$ cat config.mk
export PLATFORM = sky130hd
export DESIGN_NAME = slot_allocator_fifo_eviction
export DESIGN_NICKNAME = d
export VERILOG_FILES = /design/src/rtl/sa_pkg.sv /design/src/rtl/sa_ptr_unit.sv /design/src/rtl/sa_ring.sv /design/src/rtl/sa_slots.sv /design/src/rtl/slot_allocator_fifo_eviction.sv
export SDC_FILE = /design/constraint.sdc
export NUM_CORES = 2
export LEC_CHECK = 0
export BUFFER_PORTS_ARGS = -buffer_cell sky130_fd_sc_hd__clkbuf_2
export CORE_ASPECT_RATIO = 0.75
export CORE_MARGIN = 5
export CORE_UTILIZATION = 25
export CTS_CLUSTER_DIAMETER = 150
export CTS_CLUSTER_SIZE = 24
export DETAILED_ROUTE_END_ITERATION = 10
export PLACE_DENSITY_LB_ADDON = 0.2
export SYNTH_ARGS = -nofsm -noshare
export SYNTH_HDL_FRONTEND = slang
export SYNTH_SLANG_ARGS = --single-unit
$ cat constraint.sdc
create_clock -name clk -period 10.8 [get_ports clk]
set_input_delay 1.08 -clock clk [delete_from_list [all_inputs] [get_ports clk]]
set_output_delay 1.08 -clock clk [all_outputs]
set_load 0.02 [all_outputs]
$ cat src/rtl/sa_pkg.sv
// Shared types and constants for the slot allocator: field widths, mode and
// status codes, and the control groups that drive the ring and slot tables.
// No dependencies.
package sa_pkg;

	localparam int DEF_CAPACITY     = 32;
	localparam int DEF_PAYLOAD_BITS = 64;

	localparam int MODE_W   = 2;
	localparam int SLOT_W   = 6;
	localparam int GEN_W    = 32;
	localparam int CNT_W    = 7;
	localparam int STATUS_W = 2;

	typedef enum logic [MODE_W-1:0] {
		MODE_ACQUIRE = 2'd0,
		MODE_RELEASE = 2'd1,
		MODE_QUERY   = 2'd2,
		MODE_LIST    = 2'd3
	} mode_t;

	typedef enum logic [STATUS_W-1:0] {
		ST_OK     = 2'd0,
		ST_EVICT  = 2'd1,
		ST_REJECT = 2'd2,
		ST_EMPTY  = 2'd3
	} status_t;

	typedef enum logic {
		PTR_INC = 1'b0,
		PTR_DEC = 1'b1
	} ptr_op_t;

	// Order ring port: one registered read and one write per cycle
	typedef struct packed {
		logic              rd_en;
		logic [SLOT_W-1:0] rd_addr;
		logic              wr_en;
		logic [SLOT_W-1:0] wr_addr;
		logic [SLOT_W-1:0] wr_data;
	} ring_ctl_t;

	// Slot tables: one read address, one write address for generation,
	// payload and live flag, and a separate write port for ring positions
	typedef struct packed {
		logic              rd_en;
		logic [SLOT_W-1:0] rd_addr;
		logic [SLOT_W-1:0] wr_addr;
		logic              gen_we;
		logic [GEN_W-1:0]  gen_wdata;
		logic              pay_we;
		logic              live_we;
		logic              live_wval;
		logic              pos_we;
		logic [SLOT_W-1:0] pos_waddr;
		logic [SLOT_W-1:0] pos_wdata;
	} slot_ctl_t;

	typedef struct packed {
		logic [GEN_W-1:0]  gen;
		logic              live;
		logic [SLOT_W-1:0] pos;
	} slot_rd_t;

endpackage

$ cat src/rtl/sa_ptr_unit.sv
// Shared ring pointer unit: step a ring position forwards or backwards
// modulo the pool capacity. Uses sa_pkg.
module sa_ptr_unit #(
	parameter int CAPACITY = sa_pkg::DEF_CAPACITY,
	localparam int IDX_W = (CAPACITY > 1) ? $clog2(CAPACITY) : 1
) (
	input  sa_pkg::ptr_op_t   op,
	input  logic [IDX_W-1:0]  a,
	output logic [IDX_W-1:0]  y
);

	localparam logic [IDX_W-1:0] TOP_POS = IDX_W'(CAPACITY - 1);

	always_comb begin
		unique case (op)
			sa_pkg::PTR_INC: y = (a == TOP_POS) ? '0 : a + 1'b1;
			sa_pkg::PTR_DEC: y = (a == '0) ? TOP_POS : a - 1'b1;
		endcase
	end

endmodule

$ cat src/rtl/sa_ring.sv
// Order ring memory: slot numbers in age order, registered read. Entries
// never written read back as their own index. Uses sa_pkg.
module sa_ring #(
	parameter int CAPACITY = sa_pkg::DEF_CAPACITY,
	localparam int IDX_W = (CAPACITY > 1) ? $clog2(CAPACITY) : 1
) (
	input  logic                      clk,
	input  logic                      arst_n,
	input  sa_pkg::ring_ctl_t         ctl,
	output logic [sa_pkg::SLOT_W-1:0] rd_data
);

	logic [IDX_W-1:0]    mem [CAPACITY];
	logic [CAPACITY-1:0] vld_q;
	logic [IDX_W-1:0]    rd_q;
	logic [IDX_W-1:0]    rd_addr_q;
	logic                rd_vld_q;

	always_ff @(posedge clk or negedge arst_n) begin
		if (!arst_n) begin
			vld_q <= '0;
		end else if (ctl.wr_en) begin
			vld_q[ctl.wr_addr[IDX_W-1:0]] <= 1'b1;
		end
	end

	always_ff @(posedge clk) begin
		if (ctl.wr_en) begin
			mem[ctl.wr_addr[IDX_W-1:0]] <= ctl.wr_data[IDX_W-1:0];
		end
		if (ctl.rd_en) begin
			rd_q      <= mem[ctl.rd_addr[IDX_W-1:0]];
			rd_vld_q  <= vld_q[ctl.rd_addr[IDX_W-1:0]];
			rd_addr_q <= ctl.rd_addr[IDX_W-1:0];
		end
	end

	// an untouched position still holds its reset slot number
	assign rd_data = sa_pkg::SLOT_W'(rd_vld_q ? rd_q : rd_addr_q);

endmodule

$ cat src/rtl/sa_slots.sv
// Per-slot tables: generation counters, payload words, ring positions and
// live flags, all read together through one registered read. Uses sa_pkg.
module sa_slots #(
	parameter int CAPACITY     = sa_pkg::DEF_CAPACITY,
	parameter int PAYLOAD_BITS = sa_pkg::DEF_PAYLOAD_BITS,
	localparam int IDX_W = (CAPACITY > 1) ? $clog2(CAPACITY) : 1
) (
	input  logic                    clk,
	input  logic                    arst_n,
	input  sa_pkg::slot_ctl_t       ctl,
	input  logic [PAYLOAD_BITS-1:0] pay_wdata,
	output sa_pkg::slot_rd_t        rd,
	output logic [PAYLOAD_BITS-1:0] pay_rdata
);

	logic [sa_pkg::GEN_W-1:0] gen_mem [CAPACITY];
	logic [PAYLOAD_BITS-1:0]  pay_mem [CAPACITY];
	logic [IDX_W-1:0]         pos_mem [CAPACITY];

	logic [CAPACITY-1:0] gen_vld_q;
	logic [CAPACITY-1:0] pay_vld_q;
	logic [CAPACITY-1:0] live_q;

	logic [sa_pkg::GEN_W-1:0] gen_rd_q;
	logic [PAYLOAD_BITS-1:0]  pay_rd_q;
	logic [IDX_W-1:0]         pos_rd_q;
	logic                     gen_vld_rd_q;
	logic                     pay_vld_rd_q;
	logic                     live_rd_q;

	logic [IDX_W-1:0] rd_a;
	logic [IDX_W-1:0] wr_a;

	assign rd_a = ctl.rd_addr[IDX_W-1:0];
	assign wr_a = ctl.wr_addr[IDX_W-1:0];

	always_ff @(posedge clk or negedge arst_n) begin
		if (!arst_n) begin
			gen_vld_q <= '0;
			pay_vld_q <= '0;
			live_q    <= '0;
		end else begin
			if (ctl.gen_we) begin
				gen_vld_q[wr_a] <= 1'b1;
			end
			if (ctl.pay_we) begin
				pay_vld_q[wr_a] <= 1'b1;
			end
			if (ctl.live_we) begin
				live_q[wr_a] <= ctl.live_wval;
			end
		end
	end

	always_ff @(posedge clk) begin
		if (ctl.gen_we) begin
			gen_mem[wr_a] <= ctl.gen_wdata;
		end
		if (ctl.pay_we) begin
			pay_mem[wr_a] <= pay_wdata;
		end
		if (ctl.pos_we) begin
			pos_mem[ctl.pos_waddr[IDX_W-1:0]] <= ctl.pos_wdata[IDX_W-1:0];
		end
		if (ctl.rd_en) begin
			gen_rd_q     <= gen_mem[rd_a];
			pay_rd_q     <= pay_mem[rd_a];
			pos_rd_q     <= pos_mem[rd_a];
			gen_vld_rd_q <= gen_vld_q[rd_a];
			pay_vld_rd_q <= pay_vld_q[rd_a];
			live_rd_q    <= live_q[rd_a];
		end
	end

	// a slot never acquired reads as generation zero with an empty payload
	assign rd.gen    = gen_vld_rd_q ? gen_rd_q : '0;
	assign rd.live   = live_rd_q;
	assign rd.pos    = sa_pkg::SLOT_W'(pos_rd_q);
	assign pay_rdata = pay_vld_rd_q ? pay_rd_q : '0;

endmodule

$ cat src/rtl/slot_allocator_fifo_eviction.sv
// Top level of the slot allocator: command sequencer, pointers and the
// result register. Uses sa_pkg, sa_ptr_unit, sa_ring and sa_slots.
//
// A pool of CAPACITY slots, handed out oldest-first: acquire takes the next
// free slot (evicting the oldest live one when the pool is full), release
// frees a live slot, query reports one slot and list walks the live slots
// oldest first with last set on the final beat. The block takes one command
// at a time and holds req_stall high until its final result is in the
// output register; a new command is taken while that result still waits.
// Each table access is a registered read: an acquire reads the ring, then the
// slot tables, then emits; a release reads both, checks the slot, then emits
// or rejects; a query, an out-of-range request or an empty list emits next;
// a list reads the ring and slots per live slot. rsp_stall holds any beat.
// No clearing pass is needed after reset.
module slot_allocator_fifo_eviction #(
	parameter int CAPACITY     = sa_pkg::DEF_CAPACITY,
	parameter int PAYLOAD_BITS = sa_pkg::DEF_PAYLOAD_BITS
) (
	input  logic                        clk,
	input  logic                        arst_n,
	input  logic                        req_valid,
	output logic                        req_stall,
	input  logic [sa_pkg::MODE_W-1:0]   mode,
	input  logic [sa_pkg::SLOT_W-1:0]   slot_index,
	input  logic [PAYLOAD_BITS-1:0]     payload,
	output logic                        rsp_valid,
	input  logic                        rsp_stall,
	output logic [sa_pkg::STATUS_W-1:0] status,
	output logic [sa_pkg::SLOT_W-1:0]   result_slot,
	output logic [sa_pkg::SLOT_W-1:0]   evicted_slot,
	output logic [sa_pkg::GEN_W-1:0]    slot_generation,
	output logic                        slot_live,
	output logic [PAYLOAD_BITS-1:0]     slot_payload,
	output logic [sa_pkg::CNT_W-1:0]    live_count,
	output logic                        last
);

	localparam int IDX_W = (CAPACITY > 1) ? $clog2(CAPACITY) : 1;
	localparam int SW    = sa_pkg::SLOT_W;
	localparam int CW    = sa_pkg::CNT_W;
	localparam int GW    = sa_pkg::GEN_W;
	localparam logic [CW-1:0] CAP_C = CW'(CAPACITY);

	typedef enum logic [3:0] {
		S_IDLE,
		S_ACQ_SLOT,
		S_ACQ_EMIT,
		S_REL_CHK,
		S_REL_EMIT,
		S_QRY_EMIT,
		S_LST_SLOT,
		S_LST_EMIT,
		S_REJECT,
		S_EMPTY
	} state_t;

	state_t                 state_q;
	logic [SW-1:0]          idx_q;
	logic [PAYLOAD_BITS-1:0] pay_q;
	logic [IDX_W-1:0]       next_q;
	logic [IDX_W-1:0]       oldest_q;
	logic [IDX_W-1:0]       lastpos_q;
	logic [IDX_W-1:0]       walk_q;
	logic [IDX_W-1:0]       slot_q;
	logic [CW-1:0]          total_q;
	logic [CW-1:0]          remain_q;
	logic [GW-1:0]          gen_q;

	logic                    rsp_valid_q;
	sa_pkg::status_t         status_q;
	logic [SW-1:0]           result_slot_q;
	logic [SW-1:0]           evicted_slot_q;
	logic [GW-1:0]           gen_out_q;
	logic                    live_out_q;
	logic [PAYLOAD_BITS-1:0] pay_out_q;
	logic [CW-1:0]           count_out_q;
	logic                    last_q;

	sa_pkg::mode_t          req_mode;
	logic                   idx_ok;
	logic                   full;
	logic                   out_free;
	logic [IDX_W-1:0]       ring_slot;
	logic [GW-1:0]          gen_next;

	sa_pkg::ptr_op_t        ptr_op;
	logic [IDX_W-1:0]       ptr_a;
	logic [IDX_W-1:0]       ptr_y;

	sa_pkg::ring_ctl_t      ring_ctl;
	logic [SW-1:0]          ring_rd;
	sa_pkg::slot_ctl_t      slot_ctl;
	sa_pkg::slot_rd_t       slot_rd;
	logic [PAYLOAD_BITS-1:0] slot_pay;

	logic                    do_emit;
	sa_pkg::status_t         e_status;
	logic [SW-1:0]           e_slot;
	logic [SW-1:0]           e_evict;
	logic [GW-1:0]           e_gen;
	logic                    e_live;
	logic [PAYLOAD_BITS-1:0] e_pay;
	logic [CW-1:0]           e_count;
	logic                    e_last;

	assign req_stall = (state_q != S_IDLE);
	assign req_mode  = sa_pkg::mode_t'(mode);
	assign idx_ok    = (CW'(slot_index) < CAP_C);
	assign full      = (total_q == CAP_C);
	assign out_free  = !rsp_valid_q || !rsp_stall;
	assign ring_slot = ring_rd[IDX_W-1:0];
	// a full acquire evicts and retakes the same slot: two generation bumps
	assign gen_next  = slot_rd.gen + (full ? GW'(2) : GW'(1));

	sa_ptr_unit #(.CAPACITY(CAPACITY)) u_ptr (
		.op (ptr_op),
		.a  (ptr_a),
		.y  (ptr_y)
	);

	sa_ring #(.CAPACITY(CAPACITY)) u_ring (
		.clk     (clk),
		.arst_n  (arst_n),
		.ctl     (ring_ctl),
		.rd_data (ring_rd)
	);

	sa_slots #(.CAPACITY(CAPACITY), .PAYLOAD_BITS(PAYLOAD_BITS)) u_slots (
		.clk       (clk),
		.arst_n    (arst_n),
		.ctl       (slot_ctl),
		.pay_wdata (pay_q),
		.rd        (slot_rd),
		.pay_rdata (slot_pay)
	);

	// pointer unit operand select
	always_comb begin
		ptr_op = sa_pkg::PTR_INC;
		ptr_a  = next_q;
		unique case (state_q)
			S_IDLE: begin
				if (req_mode == sa_pkg::MODE_RELEASE) begin
					ptr_op = sa_pkg::PTR_DEC;
				end else if (req_mode == sa_pkg::MODE_LIST) begin
					ptr_a = oldest_q;
				end
			end
			S_LST_EMIT: ptr_a = walk_q;
			default: ;
		endcase
	end

	// table reads and writes
	always_comb begin
		ring_ctl = '0;
		slot_ctl = '0;
		unique case (state_q)
			S_IDLE: begin
				if (req_valid) begin
					unique case (req_mode)
						sa_pkg::MODE_ACQUIRE: begin
							ring_ctl.rd_en   = 1'b1;
							ring_ctl.rd_addr = SW'(next_q);
						end
						sa_pkg::MODE_RELEASE: begin
							if (idx_ok) begin
								ring_ctl.rd_en   = 1'b1;
								ring_ctl.rd_addr = SW'(ptr_y);
								slot_ctl.rd_en   = 1'b1;
								slot_ctl.rd_addr = slot_index;
							end
						end
						sa_pkg::MODE_QUERY: begin
							if (idx_ok) begin
								slot_ctl.rd_en   = 1'b1;
								slot_ctl.rd_addr = slot_index;
							end
						end
						sa_pkg::MODE_LIST: begin
							if (total_q != '0) begin
								ring_ctl.rd_en   = 1'b1;
								ring_ctl.rd_addr = SW'(oldest_q);
							end
						end
					endcase
				end
			end
			S_ACQ_SLOT, S_LST_SLOT: begin
				slot_ctl.rd_en   = 1'b1;
				slot_ctl.rd_addr = SW'(ring_slot);
			end
			S_ACQ_EMIT: begin
				if (out_free) begin
					slot_ctl.wr_addr   = SW'(slot_q);
					slot_ctl.gen_we    = 1'b1;
					slot_ctl.gen_wdata = gen_next;
					slot_ctl.pay_we    = 1'b1;
					slot_ctl.live_we   = 1'b1;
					slot_ctl.live_wval = 1'b1;
					slot_ctl.pos_we    = 1'b1;
					slot_ctl.pos_waddr = SW'(slot_q);
					slot_ctl.pos_wdata = SW'(next_q);
				end
			end
			S_REL_CHK: begin
				if (slot_rd.live) begin
					slot_ctl.wr_addr   = idx_q;
					slot_ctl.live_we   = 1'b1;
					slot_ctl.live_wval = 1'b0;
					// move the newest slot into the freed position
					if (slot_rd.pos[IDX_W-1:0] != lastpos_q) begin
						ring_ctl.wr_en     = 1'b1;
						ring_ctl.wr_addr   = slot_rd.pos;
						ring_ctl.wr_data   = ring_rd;
						slot_ctl.pos_we    = 1'b1;
						slot_ctl.pos_waddr = ring_rd;
						slot_ctl.pos_wdata = slot_rd.pos;
					end
				end
			end
			S_REL_EMIT: begin
				if (out_free) begin
					ring_ctl.wr_en   = 1'b1;
					ring_ctl.wr_addr = SW'(lastpos_q);
					ring_ctl.wr_data = idx_q;
				end
			end
			S_LST_EMIT: begin
				if (out_free && remain_q != CW'(1)) begin
					ring_ctl.rd_en   = 1'b1;
					ring_ctl.rd_addr = SW'(walk_q);
				end
			end
			default: ;
		endcase
	end

	// result beat contents
	always_comb begin
		do_emit  = 1'b0;
		e_status = sa_pkg::ST_OK;
		e_slot   = idx_q;
		e_evict  = '0;
		e_gen    = '0;
		e_live   = 1'b0;
		e_pay    = '0;
		e_count  = total_q;
		e_last   = 1'b1;
		unique case (state_q)
			S_ACQ_EMIT: begin
				do_emit  = out_free;
				e_status = full ? sa_pkg::ST_EVICT : sa_pkg::ST_OK;
				e_slot   = SW'(slot_q);
				e_evict  = full ? SW'(slot_q) : '0;
				e_gen    = gen_next;
				e_live   = 1'b1;
				e_count  = full ? total_q : total_q + CW'(1);
			end
			S_REL_EMIT: begin
				do_emit = out_free;
				e_gen   = gen_q;
			end
			S_QRY_EMIT: begin
				do_emit = out_free;
				e_gen   = slot_rd.gen;
				e_live  = slot_rd.live;
				e_pay   = slot_pay;
			end
			S_REJECT: begin
				do_emit  = out_free;
				e_status = sa_pkg::ST_REJECT;
			end
			S_EMPTY: begin
				do_emit  = out_free;
				e_status = sa_pkg::ST_EMPTY;
				e_slot   = '0;
			end
			S_LST_EMIT: begin
				do_emit = out_free;
				e_slot  = SW'(slot_q);
				e_gen   = slot_rd.gen;
				e_live  = slot_rd.live;
				e_pay   = slot_pay;
				e_last  = (remain_q == CW'(1));
			end
			default: ;
		endcase
	end

	always_ff @(posedge clk or negedge arst_n) begin
		if (!arst_n) begin
			state_q        <= S_IDLE;
			idx_q          <= '0;
			pay_q          <= '0;
			next_q         <= '0;
			oldest_q       <= '0;
			lastpos_q      <= '0;
			walk_q         <= '0;
			slot_q         <= '0;
			total_q        <= '0;
			remain_q       <= '0;
			gen_q          <= '0;
			rsp_valid_q    <= 1'b0;
			status_q       <= sa_pkg::ST_OK;
			result_slot_q  <= '0;
			evicted_slot_q <= '0;
			gen_out_q      <= '0;
			live_out_q     <= 1'b0;
			pay_out_q      <= '0;
			count_out_q    <= '0;
			last_q         <= 1'b0;
		end else begin
			// hold a stalled beat, load a new one when the register frees
			rsp_valid_q <= do_emit || (rsp_valid_q && rsp_stall);
			if (do_emit) begin
				status_q       <= e_status;
				result_slot_q  <= e_slot;
				evicted_slot_q <= e_evict;
				gen_out_q      <= e_gen;
				live_out_q     <= e_live;
				pay_out_q      <= e_pay;
				count_out_q    <= e_count;
				last_q         <= e_last;
			end

			unique case (state_q)
				S_IDLE: begin
					if (req_valid) begin
						idx_q <= slot_index;
						pay_q <= payload;
						unique case (req_mode)
							sa_pkg::MODE_ACQUIRE: state_q <= S_ACQ_SLOT;
							sa_pkg::MODE_RELEASE: begin
								if (idx_ok) begin
									lastpos_q <= ptr_y;
									state_q   <= S_REL_CHK;
								end else begin
									state_q <= S_REJECT;
								end
							end
							sa_pkg::MODE_QUERY: begin
								state_q <= idx_ok ? S_QRY_EMIT : S_REJECT;
							end
							sa_pkg::MODE_LIST: begin
								if (total_q == '0) begin
									state_q <= S_EMPTY;
								end else begin
									walk_q   <= ptr_y;
									remain_q <= total_q;
									state_q  <= S_LST_SLOT;
								end
							end
						endcase
					end
				end
				S_ACQ_SLOT: begin
					slot_q  <= ring_slot;
					state_q <= S_ACQ_EMIT;
				end
				S_ACQ_EMIT: begin
					if (out_free) begin
						next_q <= ptr_y;
						// when full the oldest pointer sits on the next pointer
						if (full) begin
							oldest_q <= ptr_y;
						end else begin
							total_q <= total_q + CW'(1);
						end
						state_q <= S_IDLE;
					end
				end
				S_REL_CHK: begin
					if (!slot_rd.live) begin
						state_q <= S_REJECT;
					end else begin
						gen_q   <= slot_rd.gen;
						next_q  <= lastpos_q;
						total_q <= total_q - CW'(1);
						state_q <= S_REL_EMIT;
					end
				end
				S_REL_EMIT, S_QRY_EMIT, S_REJECT, S_EMPTY: begin
					if (out_free) begin
						state_q <= S_IDLE;
					end
				end
				S_LST_SLOT: begin
					slot_q  <= ring_slot;
					state_q <= S_LST_EMIT;
				end
				S_LST_EMIT: begin
					if (out_free) begin
						if (remain_q == CW'(1)) begin
							state_q <= S_IDLE;
						end else begin
							walk_q   <= ptr_y;
							remain_q <= remain_q - CW'(1);
							state_q  <= S_LST_SLOT;
						end
					end
				end
				default: state_q <= S_IDLE;
			endcase
		end
	end

	assign rsp_valid       = rsp_valid_q;
	assign status          = status_q;
	assign result_slot     = result_slot_q;
	assign evicted_slot    = evicted_slot_q;
	assign slot_generation = gen_out_q;
	assign slot_live       = live_out_q;
	assign slot_payload    = pay_out_q;
	assign live_count      = count_out_q;
	assign last            = last_q;

`ifndef SYNTHESIS
	a_total_bound: assert property (@(posedge clk) disable iff (!arst_n)
		total_q <= CAP_C)
		else $error("live total above capacity");

	a_ptrs_meet: assert property (@(posedge clk) disable iff (!arst_n)
		(total_q == '0 || total_q == CAP_C) |-> (oldest_q == next_q))
		else $error("ring pointers disagree with live total");

	a_evict_slot: assert property (@(posedge clk) disable iff (!arst_n)
		(rsp_valid_q && status_q == sa_pkg::ST_EVICT) |-> (evicted_slot_q == result_slot_q))
		else $error("evicted slot differs from reacquired slot");

	a_walk_count: assert property (@(posedge clk) disable iff (!arst_n)
		(state_q == S_LST_EMIT || state_q == S_LST_SLOT) |-> (remain_q != '0))
		else $error("list walk with nothing left");
`endif

endmodule

# Word-level counts from Yosys, hierarchy flattened
# Memory sizes are Yosys's and may differ from the RTL's. A register that Yosys moved wholly into a read port is not among the register bits.
# Cells that the tools add are included.
[totals]
regBits = 402
ramBits = 3392
input_bits = 76
out_inout_bits = 121
wordCells = 198
memories = 4
[classes]
n_addsub = 6
n_lt_le_gt_ge = 7
n_eq_ne = 25
n_mux = 94
bitwise_logic = 4
reduce_logical = 29
[memory_table]
columns = ["name", "words", "word_bits", "read_ports", "rd_clocked_by_memory_dff", "wr", "line_no", "text"]
rows = [
  ["u_slots.pay_mem", 32, 64, 1, 1, 1, "sa_slots.sv:17", "logic [PAYLOAD_BITS-1:0] pay_mem [CAPACITY];"],
  ["u_slots.gen_mem", 32, 32, 1, 1, 1, "sa_slots.sv:16", "logic [sa_pkg::GEN_W-1:0] gen_mem [CAPACITY];"],
  ["u_ring.mem", 32, 5, 1, 1, 1, "sa_ring.sv:13", "logic [IDX_W-1:0] mem [CAPACITY];"],
  ["u_slots.pos_mem", 32, 5, 1, 1, 1, "sa_slots.sv:18", "logic [IDX_W-1:0] pos_mem [CAPACITY];"],
]
[op_table]
columns = ["cell", "n"]
rows = [
  ["two-way mux 64 bit", 2],
  ["two-way mux 7 bit", 16],
  ["OR 32 bit", 3],
  ["case mux 32 bit (3 select lines)", 1],
  ["two-way mux 5 bit", 15],
  ["case mux 7 bit (2 select lines)", 4],
  ["two-way mux 54 bit", 1],
  ["two-way mux 13 bit", 4],
  ["case mux 5 bit (2 select lines)", 5],
  ["two-way mux 34 bit", 1],
  ["adder 32 x 2 -> 32 bit", 1],
  ["bitwise mux 32 bit", 1],
  ["two-way mux 32 bit", 1],
  ["case mux 15 bit (2 select lines)", 1],
  ["two-way mux 4 bit", 7],
  ["case mux 13 bit (2 select lines)", 1],
  ["less-than comparator 5 x 6 -> 1 bit, second input constant", 4],
  ["case mux 4 bit (6 select lines)", 1],
  ["case mux 7 bit (3 select lines)", 1],
  ["binary-select mux 1 bit (select 5 bit)", 4],
  ["two-way mux 1 bit", 19],
  ["equality test 4 x 3 -> 1 bit, second input constant", 4],
  ["case mux 4 bit (4 select lines)", 1],
  ["two-way mux 15 bit", 1],
  ["42 further kinds", 66],
]

# Depth between registers and ports, before layout
[logic_depth]
ltp_word = 13
mapped_depth = 18

# By module
# Synthesis repeated with hierarchy kept, for this count alone.
[unflattened]
hier_cells = 8335
hier_area_um2 = 152550.1
[modules_own_cells]
columns = ["module", "n_inst", "cells_per_inst", "area_per_inst_um2", "seq_area_each_um2"]
rows = [
  ["sa_slots", 1, 6423, 131185.8, 102578.4],
  ["slot_allocator_fifo_eviction", 1, 1518, 13254.0, 6606.3],
  ["sa_ring", 1, 367, 7913.8, 5935.7],
  ["sa_ptr_unit", 1, 27, 196.4, 0.0],
]

# Least setup slack after synthesis
# No wires, ideal clock.
[synth_timing]
path_kind = "in2reg"
from = "in rsp_stall"
to = "reg u_slots.gen_vld_q[25]"
t_arrival_ns = 6.811
required_ns = 10.710
path_slack_ns = 3.899
path_stages = 7
path_cell_list = "and2_0 nor2_1 clkbuf_1 nand3_1 clkbuf_1 nor2_1 or2_2"
[synth_via]
elab_chain_cells = 9
elab_cells_between_ends = 11
[synth_lines]
columns = ["item", "line_no", "text"]
rows = [
  ["from (decl)", "slot_allocator_fifo_eviction.sv:27", "input logic rsp_stall,"],
  ["logical NOT 1 bit *", "slot_allocator_fifo_eviction.sv:110", "assign out_free = !rsp_valid_q || !rsp_stall;"],
  ["logical OR 1 bit *", "slot_allocator_fifo_eviction.sv:110", ""],
  ["two-way mux 54 bit *", "slot_allocator_fifo_eviction.sv:194", "if (out_free) begin"],
  ["case mux 5 bit (2 select lines)", "slot_allocator_fifo_eviction.sv:158", "unique case (state_q)"],
  ["less-than comparator 5 x 6 -> 1 bit (not written as such) or >= comparator 5 x 1 -> 1 bit (tied branches)", "sa_slots.sv:44", "gen_vld_q[wr_a] <= 1'b1;"],
  ["logical AND 1 bit (not written as such)", "sa_slots.sv:44", ""],
  ["two-way mux 1 bit (not written as such)", "sa_slots.sv:44", ""],
  ["demux 1 bit (select 5 bit)", "-", ""],
  ["OR 32 bit (no line)", "-", ""],
  ["to (signal assigned)", "sa_slots.sv:39", "gen_vld_q <= '0;"],
  ["to (signal, indexed assignment)", "sa_slots.sv:44", ""],
  ["to (decl)", "sa_slots.sv:20", "logic [CAPACITY-1:0] gen_vld_q;"],
]
# Every way passes the cells marked *; elsewhere a longest branch is shown, timed or not.
# A chain may end at the register's enable or synchronous reset.

==> results.py <==
metrics = {
    "run_status": {
        "status": "finished clean",
    },
    "clock_network": {
        "worstSkewPairLatency_ps": 980,
        "cts_buffers": 185,
        "postCtsSetupBuffers": 0,
        "holdBufCountCts": 0,
        "cts_tree": "built",
        "root_buffer": "clkbuf_16",
        "clock_sinks": 3899,
        "clk_pin_slew_worst_paths_ps": 120,
        "cts_resized": 0,
        "cts_buffer_depth": 4,
        "cts_max_level": 4,
    },
    "power": {
        "p_per_area_nw_per_um2": 232,
        "leakage_nw": 58.4,
        "vdd_drop_max_uv": 160,
    },
    "die": {
        "core_um2": 624000,
        "ioPinCount": 197,
        "start_util_pct": 25.1,
        "dieArea_um2": 642000,
        "die_x_um": 924,
        "die_y_um": 695,
        "rows": 251,
    },
    "synth": {
        "synthArstFlopShare_pct": 10.1,
        "syn_area_um2": 157000,
        "yosysWarnings": 0,
        "synthCells": 12300,
        "synth_cell_types": 84,
        "synth-seq-cells": 3899,
        "syn-num-nets": 12400,
        "syn_avg_cell_area_um2": 12.7,
        "synth_edf_count": 3507,
        "yosysSeqAreaShare_pct": 73.5,
        "yosys_most_used_dff": "edfxtp_1",
    },
    "sta": {
        "setup-violations-final": 0,
        "hold_ws_ps": 102,
        "fmax_mhz": 166,
        "post-route-period-util_pct": 55.7,
        "tightest_slew_ps": 1380,
        "clock_skew_ps": 54.7,
        "hold_viol_final": 0,
        "final.min_clock_period_ps": 6010,
        "finalMaxSlewViolations": 0,
        "rsz0062_at_grt": "false",
        "max-slew-margin-rel_pct": 7.31,
        "tns_ps": 0,
    },
    "detailed_routing": {
        "avgRoutedWirePerCell_um": 26.1,
        "drc": 0,
        "via_per_inst": 4.83,
        "drt_iter0_drc": 11300,
        "ant_nets": 0,
        "drt_wl_total_um": 538000,
        "drtPass1Iterations": 6,
        "vias": 99600,
    },
    "layout": {
        "final_cell_mix": "nand2_1, edfxtp_1, nand3_1, a311oi_1, dfrtp_1",
        "drive_gt1_share_pct": 7.41,
        "nets": 12200,
        "area_growth_pct": 10.6,
        "final_cell_area_um2": 173000,
        "fillers": 64100,
        "multi_input_area_um2": 38200,
        "fin_cells": 20600,
        "mostFrequentLayoutCell": "nand2_1",
        "seq_area_um2": 115000,
    },
    "critical_path": {
        "reg2reg_depth": 14,
        "startpoint_type": "flip-flop",
        "crit_path_end_kind": "flip-flop",
        "rr_endpoint": "u_slots.gen_mem[21][28]$_DFFE_PP_",
        "cp.required_ps": 11360,
        "path_class": "reg2reg",
        "setup.worst_path.end": "u_slots.gen_mem[21][28]$_DFFE_PP_",
        "crit_fanout": 32,
        "reg2reg_from": "total_q[0]$_DFFE_PN0P_",
        "cp.arrival_ps": 6580,
        "reg2reg_slack_ps": 4790,
        "crit_start": "total_q[0]$_DFFE_PN0P_",
    },
    "placed_design": {
        "globalplace.congestion": 0.751,
        "place_area_um2": 168000,
        "hpwl_um": 266000,
        "numPortBuffers": 195,
        "place_inst": 20300,
    },
    "min_path": {
        "hold_class": "in2async",
    },
    "grt": {
        "grt_pass1_wl_um": 755000,
        "grt_pass1_vias": 94000,
        "grt_antenna_before_repair": 27,
        "grt_util_all_layers_pct": 16.1,
        "grt_overflow_total": 0,
        "grt_max_degree": 153,
    },
    "flow_run": {
        "maxCapViolCount": 0,
    },
}
## per-stage QoR
stage          power (mW)  utilization (%)  worst slack (ps)
2_1_floorplan        27.2                -              3900
5_1_grt              42.2             27.8              4400
4_1_cts              40.6             27.7              4820
3_3_place_gp         32.2             26.9              4810
6_report             40.2             27.8              4790
3_5_place_dp         32.2             26.9              4790
## logic make-up after synthesis
logic type / after synthesis / share of synthesized area, %
xor gates and xnor gates: 43 / 0.241
adders and majority gates: 17 / 0.141
AOI/OAI and AO/OA: 1341 / 6.35
buffers and inverters: 888 / 2.29
other: 1 / 0.00240
muxes: 149 / 1.02
DFF: 3899 / 73.5
and+or+nand+nor: 5980 / 16.4
## layout make-up
cell class / instances / share of cell area, %
flip-flops and latches: 3899 / 66.5
multi-input cells: 7531 / 22.1
clock inverters: 9 / 0.0694
inverters: 29 / 0.0723
diodes: 18 / 0.0260
well taps: 8349 / 6.04
repair buffers: 454 / 2.15
clock buffers: 326 / 3.05
## Yosys cell counts (all sizes together), types with 22 or more instances
cell type	number	share of area (%)
buf	233	0.72
inv	28	0.067
dfrtp	392	6.3
a311oi	545	3.0
nor3	24	0.077
a21o	106	0.51
and3	275	1.1
mux2i	67	0.43
a31oi	140	0.56
edfxtp	3507	67
a22o	22	0.12
a211oi	49	0.24
or2	97	0.39
clkbuf	625	1.5
nand2	3709	8.9
o21ai	248	0.79
nor2	219	0.53
mux2	82	0.59
xor2	22	0.12
and2	45	0.18
nand3	1548	4.9
a21oi	85	0.27
## registers in the layout, indices dropped and copies added, names as in the netlist, 32 cells and up
signal	flops
u_slots.pay_mem	2048
u_slots.gen_mem	1024
u_ring.mem	160
u_slots.pos_mem	160
pay_q	64
slot_payload	64
u_slots.pay_rd_q	64
gen_q	32
slot_generation	32
u_ring.vld_q	32
u_slots.gen_rd_q	32
u_slots.gen_vld_q	32
u_slots.live_q	32
u_slots.pay_vld_q	32
## worst min path at each step
stage,endpoint,depth (start not counted),slack [ps],start
3_3_place_gp,u_ring.vld_q[21]$_DFFE_PN0P_,1,450,u_ring.vld_q[21]$_DFFE_PN0P_
3_5_place_dp,u_ring.vld_q[24]$_DFFE_PN0P_,1,450,u_ring.vld_q[24]$_DFFE_PN0P_
5_1_grt,slot_generation[28]$_DFFE_PN0P_,1,100,arst_n
6_report,slot_generation[28]$_DFFE_PN0P_,1,100,arst_n
2_1_floorplan,u_ring.vld_q[14]$_DFFE_PN0P_,1,420,u_ring.vld_q[14]$_DFFE_PN0P_
4_1_cts,slot_generation[28]$_DFFE_PN0P_,1,50,arst_n
## power by group
part,internal (mW),switching (mW)
Sequential,19.0,1.85
Clock,3.38,5.02
Combinational,3.13,7.84
Total,25.5,14.7
## routing by layer
| layer | GRT usage [%] | up-vias | wire length [um] |
|---|---|---|---|
| met5 | 0.330 | - | 40 |
| met4 | 2.47 | 6 | 8500 |
| met3 | 2.58 | 396 | 35000 |
| met2 | 24.2 | 3052 | 233000 |
| met1 | 24.7 | 51700 | 261000 |
| li1 | - | 44400 | - |
## worst max-delay path, cell delays in order, from the launching register on
cell and delay, ps:
dfrtp_1 460, inv_1 140, ha_1 210, or4b_1 600, or3b_2 610, inv_1 200
fa_1 290, nand4_1 190, nor4_1 570, nand4_1 360, nor2_1 420, nand3_1 140
xor2_1 160, nand2b_1 300, nor2_2 960
(Power assumes the default switching activity.)
